### src/tae_pkg.sv
// Package for the Thumb ALU execute block: item types, op codes and widths.
package tae_pkg;

   localparam int DATA_W  = 32;
   localparam int OP_W    = 5;
   localparam int SHAMT_W = 8;
   localparam int IMM5_W  = 5;
   localparam int IMM8_W  = 8;

   typedef enum logic [OP_W-1:0] {
      OP_AND      = 5'd0,
      OP_EOR      = 5'd1,
      OP_LSL_REG  = 5'd2,
      OP_LSR_REG  = 5'd3,
      OP_ASR_REG  = 5'd4,
      OP_ADC      = 5'd5,
      OP_SBC      = 5'd6,
      OP_ROR_REG  = 5'd7,
      OP_TST      = 5'd8,
      OP_NEG      = 5'd9,
      OP_CMP      = 5'd10,
      OP_CMN      = 5'd11,
      OP_ORR      = 5'd12,
      OP_MUL      = 5'd13,
      OP_BIC      = 5'd14,
      OP_MVN      = 5'd15,
      OP_ADDS     = 5'd16,
      OP_SUBS     = 5'd17,
      OP_LSL_IMM  = 5'd18,
      OP_LSR_IMM  = 5'd19,
      OP_ASR_IMM  = 5'd20,
      OP_MOVS_IMM = 5'd21,
      OP_ADD      = 5'd22,
      OP_SUB      = 5'd23,
      OP_MOV      = 5'd24
   } op_type;

   typedef struct packed {
      logic [OP_W-1:0]   op;
      logic [DATA_W-1:0] operand_a;
      logic [DATA_W-1:0] operand_b;
      logic              carry_in;
      logic              overflow_in;
   } alu_req_type;

   typedef struct packed {
      logic [DATA_W-1:0] result;
      logic              negative;
      logic              zero;
      logic              carry_flag;
      logic              overflow_out;
      logic              flags_valid;
      logic              write_result;
   } alu_rsp_type;

   typedef struct packed {
      logic [DATA_W-1:0] value;
      logic              carry;
   } shift_res_type;

endpackage

### src/thumb_alu_execute_core.sv
// Thumb data-processing ALU: input register, single-pass logic, result register.
// An accepted item goes into the input register, then into the result register, where
// rsp_valid rises; a stall from rsp_ready can hold it in either register.
// Throughput: one item per cycle unless rsp_ready stalls; the path is the 32x32
// multiplier or 33-bit adder with the barrel shifter in parallel, then the result mux.
// Reset clears both valid bits; payload registers are not reset.
module thumb_alu_execute_core (
   input  logic                 clock,
   input  logic                 reset,
   input  logic                 req_valid,
   output logic                 req_ready,
   input  tae_pkg::alu_req_type req_item,
   output logic                 rsp_valid,
   input  logic                 rsp_ready,
   output tae_pkg::alu_rsp_type rsp_item
);
   import tae_pkg::*;

   logic          s1_valid_ff;
   logic          s1_valid_in;
   alu_req_type   s1_item_ff;
   logic          rsp_valid_ff;
   logic          rsp_valid_in;
   alu_rsp_type   rsp_item_ff;
   alu_rsp_type   rsp_item_in;
   logic          out_ready;
   logic          s1_advance;

   logic [DATA_W-1:0]  add_a;
   logic [DATA_W-1:0]  add_b;
   logic               add_cin;
   logic [DATA_W:0]    add_sum;
   logic               add_v;
   logic [DATA_W-1:0]  mul_lo;
   logic [SHAMT_W-1:0] reg_amt;
   logic [SHAMT_W-1:0] imm_amt;
   logic [SHAMT_W-1:0] imm_amt_lsl;
   shift_res_type      sh;

   function automatic shift_res_type do_lsl(input logic [DATA_W-1:0] a,
                                            input logic [SHAMT_W-1:0] amt,
                                            input logic cin);
      shift_res_type       r;
      logic [2*DATA_W-1:0] w;
      w = {{DATA_W{1'b0}}, a} << amt[IMM5_W-1:0];
      if (amt == '0) begin
         r.value = a;
         r.carry = cin;
      end else if (amt < SHAMT_W'(DATA_W)) begin
         r.value = w[DATA_W-1:0];
         r.carry = w[DATA_W];
      end else begin
         r.value = '0;
         r.carry = (amt == SHAMT_W'(DATA_W)) ? a[0] : 1'b0;
      end
      return r;
   endfunction

   function automatic shift_res_type do_lsr(input logic [DATA_W-1:0] a,
                                            input logic [SHAMT_W-1:0] amt,
                                            input logic cin);
      shift_res_type   r;
      logic [DATA_W:0] w;
      w = {a, 1'b0} >> amt[IMM5_W-1:0];
      if (amt == '0) begin
         r.value = a;
         r.carry = cin;
      end else if (amt < SHAMT_W'(DATA_W)) begin
         r.value = w[DATA_W:1];
         r.carry = w[0];
      end else begin
         r.value = '0;
         r.carry = (amt == SHAMT_W'(DATA_W)) ? a[DATA_W-1] : 1'b0;
      end
      return r;
   endfunction

   function automatic shift_res_type do_asr(input logic [DATA_W-1:0] a,
                                            input logic [SHAMT_W-1:0] amt,
                                            input logic cin);
      shift_res_type          r;
      logic signed [DATA_W:0] w;
      w = $signed({a, 1'b0}) >>> amt[IMM5_W-1:0];
      if (amt == '0) begin
         r.value = a;
         r.carry = cin;
      end else if (amt < SHAMT_W'(DATA_W)) begin
         r.value = w[DATA_W:1];
         r.carry = w[0];
      end else begin
         r.value = {DATA_W{a[DATA_W-1]}};
         r.carry = a[DATA_W-1];
      end
      return r;
   endfunction

   function automatic shift_res_type do_ror(input logic [DATA_W-1:0] a,
                                            input logic [SHAMT_W-1:0] amt,
                                            input logic cin);
      shift_res_type       r;
      logic [2*DATA_W-1:0] w;
      w = {a, a} >> amt[IMM5_W-1:0];
      r.value = w[DATA_W-1:0];
      r.carry = (amt == '0) ? cin : w[DATA_W-1];
      return r;
   endfunction

   // handshake
   assign out_ready   = !rsp_valid_ff || rsp_ready;
   assign s1_advance  = s1_valid_ff && out_ready;
   assign req_ready   = !s1_valid_ff || out_ready;
   assign s1_valid_in = (req_valid && req_ready) || (s1_valid_ff && !out_ready);
   assign rsp_valid_in = s1_advance || (rsp_valid_ff && !rsp_ready);

   always_ff @(posedge clock) begin
      if (reset) begin
         s1_valid_ff  <= 1'b0;
         rsp_valid_ff <= 1'b0;
      end else begin
         s1_valid_ff  <= s1_valid_in;
         rsp_valid_ff <= rsp_valid_in;
      end
   end

   always_ff @(posedge clock) begin
      if (req_valid && req_ready) begin
         s1_item_ff <= req_item;
      end
      if (s1_advance) begin
         rsp_item_ff <= rsp_item_in;
      end
   end

   // shared adder operand select
   always_comb begin
      add_a   = s1_item_ff.operand_a;
      add_b   = s1_item_ff.operand_b;
      add_cin = 1'b0;
      case (op_type'(s1_item_ff.op))
         OP_ADC: begin
            add_cin = s1_item_ff.carry_in;
         end
         OP_SBC: begin
            add_b   = ~s1_item_ff.operand_b;
            add_cin = s1_item_ff.carry_in;
         end
         OP_NEG: begin
            add_a   = '0;
            add_b   = ~s1_item_ff.operand_b;
            add_cin = 1'b1;
         end
         OP_CMP, OP_SUBS, OP_SUB: begin
            add_b   = ~s1_item_ff.operand_b;
            add_cin = 1'b1;
         end
         default: begin
            add_cin = 1'b0;
         end
      endcase
   end

   assign add_sum = {1'b0, add_a} + {1'b0, add_b} + {{DATA_W{1'b0}}, add_cin};
   assign add_v   = (add_a[DATA_W-1] ^ add_sum[DATA_W-1])
                    & (add_b[DATA_W-1] ^ add_sum[DATA_W-1]);
   assign mul_lo  = s1_item_ff.operand_a * s1_item_ff.operand_b;

   assign reg_amt     = s1_item_ff.operand_b[SHAMT_W-1:0];
   assign imm_amt_lsl = SHAMT_W'(s1_item_ff.operand_b[IMM5_W-1:0]);
   assign imm_amt     = (s1_item_ff.operand_b[IMM5_W-1:0] == '0) ? SHAMT_W'(DATA_W)
                                                                   : imm_amt_lsl;

   always_comb begin
      sh = '0;
      case (op_type'(s1_item_ff.op))
         OP_LSL_REG: sh = do_lsl(s1_item_ff.operand_a, reg_amt, s1_item_ff.carry_in);
         OP_LSR_REG: sh = do_lsr(s1_item_ff.operand_a, reg_amt, s1_item_ff.carry_in);
         OP_ASR_REG: sh = do_asr(s1_item_ff.operand_a, reg_amt, s1_item_ff.carry_in);
         OP_ROR_REG: sh = do_ror(s1_item_ff.operand_a, reg_amt, s1_item_ff.carry_in);
         OP_LSL_IMM: sh = do_lsl(s1_item_ff.operand_a, imm_amt_lsl, s1_item_ff.carry_in);
         OP_LSR_IMM: sh = do_lsr(s1_item_ff.operand_a, imm_amt, s1_item_ff.carry_in);
         OP_ASR_IMM: sh = do_asr(s1_item_ff.operand_a, imm_amt, s1_item_ff.carry_in);
         default:    sh = '0;
      endcase
   end

   // result select and flags
   always_comb begin
      rsp_item_in              = '0;
      rsp_item_in.carry_flag   = s1_item_ff.carry_in;
      rsp_item_in.overflow_out = s1_item_ff.overflow_in;
      rsp_item_in.flags_valid  = 1'b1;
      rsp_item_in.write_result = 1'b1;
      case (op_type'(s1_item_ff.op))
         OP_AND: begin
            rsp_item_in.result = s1_item_ff.operand_a & s1_item_ff.operand_b;
         end
         OP_TST: begin
            rsp_item_in.result       = s1_item_ff.operand_a & s1_item_ff.operand_b;
            rsp_item_in.write_result = 1'b0;
         end
         OP_EOR: begin
            rsp_item_in.result = s1_item_ff.operand_a ^ s1_item_ff.operand_b;
         end
         OP_ORR: begin
            rsp_item_in.result = s1_item_ff.operand_a | s1_item_ff.operand_b;
         end
         OP_BIC: begin
            rsp_item_in.result = s1_item_ff.operand_a & ~s1_item_ff.operand_b;
         end
         OP_MVN: begin
            rsp_item_in.result = ~s1_item_ff.operand_b;
         end
         OP_MUL: begin
            rsp_item_in.result = mul_lo;
         end
         OP_LSL_REG, OP_LSR_REG, OP_ASR_REG, OP_ROR_REG,
         OP_LSL_IMM, OP_LSR_IMM, OP_ASR_IMM: begin
            rsp_item_in.result     = sh.value;
            rsp_item_in.carry_flag = sh.carry;
         end
         OP_ADC, OP_SBC, OP_NEG, OP_ADDS, OP_SUBS: begin
            rsp_item_in.result       = add_sum[DATA_W-1:0];
            rsp_item_in.carry_flag   = add_sum[DATA_W];
            rsp_item_in.overflow_out = add_v;
         end
         OP_CMP, OP_CMN: begin
            rsp_item_in.result       = add_sum[DATA_W-1:0];
            rsp_item_in.carry_flag   = add_sum[DATA_W];
            rsp_item_in.overflow_out = add_v;
            rsp_item_in.write_result = 1'b0;
         end
         OP_MOVS_IMM: begin
            rsp_item_in.result = DATA_W'(s1_item_ff.operand_b[IMM8_W-1:0]);
         end
         OP_ADD, OP_SUB: begin
            rsp_item_in.result      = add_sum[DATA_W-1:0];
            rsp_item_in.flags_valid = 1'b0;
         end
         OP_MOV: begin
            rsp_item_in.result      = s1_item_ff.operand_b;
            rsp_item_in.flags_valid = 1'b0;
         end
         default: begin
            rsp_item_in.result       = '0;
            rsp_item_in.flags_valid  = 1'b0;
            rsp_item_in.write_result = 1'b0;
         end
      endcase
      rsp_item_in.negative = rsp_item_in.result[DATA_W-1];
      rsp_item_in.zero     = (rsp_item_in.result == '0);
   end

   assign rsp_valid = rsp_valid_ff;
   assign rsp_item  = rsp_item_ff;

`ifndef SYNTHESIS
   a_accept_fills_stage: assert property (@(posedge clock) disable iff (reset)
      (req_valid && req_ready) |=> s1_valid_ff)
      else $error("accepted item did not reach the input register");

   a_empty_stage_ready: assert property (@(posedge clock) disable iff (reset)
      !s1_valid_ff |-> req_ready)
      else $error("empty input register refused an item");

   a_advance_fills_rsp: assert property (@(posedge clock) disable iff (reset)
      s1_advance |=> rsp_valid_ff)
      else $error("item lost between input and result registers");

   a_stall_keeps_stage: assert property (@(posedge clock) disable iff (reset)
      (s1_valid_ff && !out_ready) |=> (s1_valid_ff && $stable(s1_item_ff)))
      else $error("stalled item in input register was dropped or changed");
`endif

endmodule
### config.mk
export PLATFORM = sky130hd
export DESIGN_NAME = thumb_alu_execute_core
export DESIGN_NICKNAME = d
export VERILOG_FILES = /design/src/tae_pkg.sv /design/src/thumb_alu_execute_core.sv
export SDC_FILE = /design/constraint.sdc
export NUM_CORES = 2
export LEC_CHECK = 0
export BUFFER_PORTS_ARGS = -buffer_cell sky130_fd_sc_hd__buf_2
export CAP_MARGIN = 20
export CORE_MARGIN = 2
export CORE_UTILIZATION = 45
export CTS_CLUSTER_SIZE = 8
export DETAILED_ROUTE_END_ITERATION = 10
export PLACE_DENSITY = 0.71
export SKIP_CTS_REPAIR_TIMING = 1
export SLEW_MARGIN = 20
export SYNTH_ARGS = -nofsm -noshare
export SYNTH_HDL_FRONTEND = slang
export SYNTH_SLANG_ARGS = --single-unit
export TNS_END_PERCENT = 50
### constraint.sdc
create_clock -name clock -period 14.2 [get_ports clock]
set_input_delay 1.42 -clock clock [delete_from_list [all_inputs] [get_ports clock]]
set_output_delay 1.42 -clock clock [all_outputs]
set_load 0.02 [all_outputs]
==> Word level (Yosys, flattened, before mapping) <==
Index checks and enable logic that the tools add are counted.
{ "totals": {"register_bits": 111, "inputBits": 75, "word_cells": 113} }
{ "classes": {"addsub": 2, "multipliers": 1, "magnitude_cmp": 3, "n_eq_ne": 26, "n_shift": 6, "mux": 26, "bitwise": 8, "reduce_logical": 27} }
{ "ops": {"columns": ["cell", "n"], "rows": [
  ["$mux W33", 12],
  ["$pmux W32 S10", 1],
  ["$pmux W33 S7", 1],
  ["$shr A33 B5 Y33", 2],
  ["$sshr A33 B5 Y33", 2],
  ["$and A32 B32 Y32", 2],
  ["$mux W32", 2],
  ["$shr A64 B5 Y32", 1],
  ["$eq A5 B5 Y1 const B", 9],
  ["$reduce_or A22 Y1", 2],
  ["$eq A5 B4 Y1 const B", 8],
  ["$add A32 B32 Y33", 1],
  ["$add A33 B1 Y33", 1],
  ["$shl A32 B5 Y33", 1],
  ["$logic_not A32 Y1", 1],
  ["$mul A32 B32 Y32", 1],
  ["$not A32 Y32", 1],
  ["$or A32 B32 Y32", 1],
  ["$xor A32 B32 Y32", 1],
  ["$logic_not A8 Y1", 3],
  ["$eq A5 B3 Y1 const B", 4],
  ["$reduce_or A7 Y1", 2],
  ["$eq A5 B2 Y1 const B", 2],
  ["$logic_not A5 Y1", 2],
  ["other kinds (18)", 36]
]} }

==> Depth between registers and ports, before layout <==
{ "logic_depth": {"ltp_word": 9, "ltp_mapped": 34, "depth_no_buf": 29} }

==> Least setup slack after synthesis <==
Ideal clock, no wire load.
{ "synth_path": {"kind": "register to register", "from": "register s1_item_ff (netlist bit imm_amt_lsl[2])", "to": "register rsp_item_ff (netlist bit rsp_item[4]), data pin", "arrival_time_ns": 8.808, "setup_slack_ns": 5.129, "stages_incl_launch_ff": 32, "n_path_buf": 5, "synth_period_minus_slack_ns": 9.071, "cell_sequence": "edfxtp_1 -> inv_2 -> buf_2 -> clkbuf_1 -> buf_1 -> clkbuf_1 -> buf_1 -> nor2_1 -> fa_1 -> inv_1 -> fa_1 -> fa_1 -> fa_1 -> inv_1 -> fa_1 -> inv_1 -> fa_1 -> inv_1 -> fa_1 -> fa_1 -> ha_1 -> a21o_1 -> a211o_1 -> or4_1 -> o21ai_0 -> o32a_1 -> a21oi_1 -> a2111oi_0 -> a21oi_1 -> mux2i_1 -> o2111ai_1 -> nor4_2"} }
{ "synth_lines": {"columns": ["item", "line_no", "text"], "rows": [
  ["start: declaration", "thumb_alu_execute_core.sv:21", "alu_req_type s1_item_ff;"],
  ["start signal: assignment", "thumb_alu_execute_core.sv:127", "s1_item_ff <= req_item;"],
  ["end signal: assignment", "thumb_alu_execute_core.sv:130", "rsp_item_ff <= rsp_item_in;"],
  ["end: declaration", "thumb_alu_execute_core.sv:24", "alu_rsp_type rsp_item_ff;"]
]} }

==> results.sh <==
export IMPL_status="finished, final reports clean"
export IMPL_clock_latency_ps=420
export IMPL_cp_start_kind="flip-flop"
export IMPL_route_final_wire_length_um=145000
export IMPL_cts_tree="built"
export IMPL_slew_viol_final=0
export IMPL_synthSimpleGateAreaFrac_pct=17.5
export IMPL_use_met2_pct=59.6
export IMPL_cts_clk_slew_worst_paths_ps=80
export IMPL_layout_common_cells="520 x nor2_1, 438 x inv_1, 410 x fa_1"
export IMPL_grt_pass1_vias=28700
export IMPL_drive_gt1_share_pct=10.4
export IMPL_layout_commonest_cell="nor2_1"
export IMPL_finalHoldViolations=0
export IMPL_port_buffer_count=114
export IMPL_core_mm2=0.0657
export IMPL_yosysWarnings=0
export IMPL_avgSynthCellArea_um2=8.28
export IMPL_synth_top_family_by_area="adder cells"
export IMPL_fin_crit_sh_pct=69.3
export IMPL_skew_ps=26.1
export IMPL_rows=94
export IMPL_synthCells=3615
export IMPL_clock_sinks=110
export IMPL_fmax_mhz=102
export IMPL_grt_usage_pct=42.3
export IMPL_setup_viol=0
export IMPL_gp_congestion=1.15
export IMPL_vias=29700
export IMPL_end_kind="flip-flop"
export IMPL_slowest_stage="buf_4"
export IMPL_ys_ff_latch=110
export IMPL_grt_max_degree=109
export IMPL_route_detailed_drc=0
export IMPL_worstReg2RegStart="imm_amt_lsl[3]"
export IMPL_fin_tns_setup_ps=0
export IMPL_slowest_delay_ps=620
export IMPL_grt_first_pass_wirelength_um=205000
export IMPL_required_ps=14450
export IMPL_async_flop_share_pct=0
export IMPL_die_area_mm2=0.0686
export IMPL_rsz0062_at_grt="no"
export IMPL_period_needed_ps=9840
export IMPL_grt_use_met3_pct=16.3
export IMPL_worst_slew_pin_slew_ps=1320
export IMPL_synth_fa_ha_area_share_pct=35.9
export IMPL_ys_flop_type="edfxtp_1"
export IMPL_relSlewSlack_pct=11.4
export IMPL_synth_compound_area_share_pct=16.1
export IMPL_cp_common_cell="fa_1"
export IMPL_dp_hpwl_um=109000
export IMPL_synth_fp_nets=4303
export IMPL_synth_cell_types=106
export IMPL_worstPathMaxFanout=42
export IMPL_syn_cell_area_mm2=0.0299
export IMPL_arrival_ps=10090
export IMPL_io_pin_count=115
export IMPL_cap_violations=0
export IMPL_cts_buffers=9
export IMPL_worstHoldStart="s1_valid_ff"
export IMPL_cts_root_buffer_cell="clkbuf_16"
export IMPL_hold_class="flip-flop to flip-flop"
export IMPL_synthXorXnorAreaFrac_pct=3.62
export IMPL_htreeDepth=3
export IMPL_die_y_um=262
export IMPL_met1_usage_pct=53.3
export IMPL_globalRouteOverflowTotal=0
export IMPL_firstDrtPassIters=7
export IMPL_wl_per_cell_um=32.4
export IMPL_drtIter0Drc=5045
export IMPL_synthToLayoutAreaGrowth_pct=5.92
export IMPL_ant_nets=0
export IMPL_path_class="flip-flop to flip-flop"
export IMPL_startpoint="imm_amt_lsl[3]"
export IMPL_die_x_um=262
export IMPL_antenna_found_initial=6
export IMPL_cts_max_path_buffers=2
export IMPL_start_util_pct=45.5
export IMPL_grt_busiest_layer="met2"
export IMPL_vias_per_cell=6.65
export IMPL_nets=4280
export IMPL_ys_seq_area_share_pct=11.0
export IMPL_synthMuxAreaShare_pct=6.59
export IMPL_synth_edff_count=108
-- critical path: cells and delay by family, from the launching register on --
family / cells / cell delay (ps)
compound gates: 8 / 2200
fa+ha+maj: 9 / 4440
buf+inv: 7 / 1460
flops: 1 / 370
mux: 1 / 470
simple gates: 3 / 700
-- flip-flops by register name, summed over array words and instances (netlist names) --
signal       cells
s1_valid_ff      1
imm_amt_lsl      5
reg_amt          3
s1_item_ff      63
rsp_valid        1
rsp_item        37
-- kinds of logic after synthesis --
group	count (synthesis)
buffers and inverters	713
muxes	137
DFF	110
adders and majority gates	613
xor gates and xnor gates	122
AOI/OAI and AO/OA	719
and+or+nand+nor	1201
-- synth_stat cells (all sizes together), types with 8 or more instances --
cell type / instances / area share [%]
nor2: 522 / 6.6
inv: 444 / 5.6
nand2: 411 / 5.2
fa: 410 / 27
ha: 203 / 8.5
a21oi: 185 / 3.1
clkbuf: 174 / 2.2
o21ai: 167 / 2.8
edfxtp: 108 / 11
xnor2: 98 / 2.9
buf: 81 / 1.4
mux2i: 64 / 2.2
nor3: 48 / 0.82
mux4: 42 / 3.2
a211oi: 38 / 0.95
nand3: 36 / 0.60
mux2: 31 / 1.2
o211ai: 31 / 0.78
o22ai: 26 / 0.54
nor2b: 24 / 0.50
nor4: 23 / 0.59
xor2: 23 / 0.67
nand2b: 21 / 0.44
o2111ai: 21 / 0.61
a211o: 19 / 0.56
a2111oi: 18 / 0.55
a22oi: 18 / 0.45
a31oi: 18 / 0.38
nand4: 18 / 0.38
o21a: 18 / 0.45
o221ai: 17 / 0.50
a21o: 16 / 0.40
a221oi: 16 / 0.53
and2: 15 / 0.31
and3: 15 / 0.31
clkinv: 14 / 0.18
or3: 13 / 0.29
or2: 12 / 0.25
a221o: 11 / 0.37
o31ai: 11 / 0.32
a32oi: 8 / 0.23
nand4b: 8 / 0.23
o21bai: 8 / 0.20
-- per-layer routing --
metal	vias to the layer above	routed length (µm)
li1	12100	-
met2	2478	58100
met1	14500	51700
met4	6	12600
met3	620	22000
met5	-	108
-- metrics by stage --
| step | area [µm²] | setup WS (ps) | utilization, % | std cells | hold slack, ps |
|---|---|---|---|---|---|
| CTS | 31600 | 4640 | 48.1 | 4460 | 533 |
| detailed placement | 31400 | 4670 | 47.7 | 4444 | 518 |
| global route | 31700 | 4130 | 48.2 | 4461 | 558 |
| floorplan | 29900 | 5130 | - | 3615 | 478 |
| global placement | 31400 | 4620 | 47.7 | 4444 | 513 |
| finish | 31700 | 4360 | 48.2 | 4465 | 527 |
-- final cells by class --
cell class	count	area, µm²
fillers	6360	34100
multi-input cells	2792	23900
flip-flops and latches	110	3280
diodes	4	10.0
well taps	864	1080
repair buffers	221	1400
clock inverters	6	52.6
clock buffers	10	229
inverters	458	1720
-- final timing paths --
| path | slack (ps) | cells past startpoint | to |
|---|---|---|---|
| setup reg to reg | 4360 | 28 | rsp_item[4] |
| hold reg to reg | 530 | 2 | rsp_valid |
| hold / removal | 530 | 2 | rsp_valid |
| setup / recovery | 4360 | 28 | rsp_item[4] |
Power is left out: the tool's default activity adds up to more than one toggle a clock period on the data nets, which glitch-free logic cannot reach.
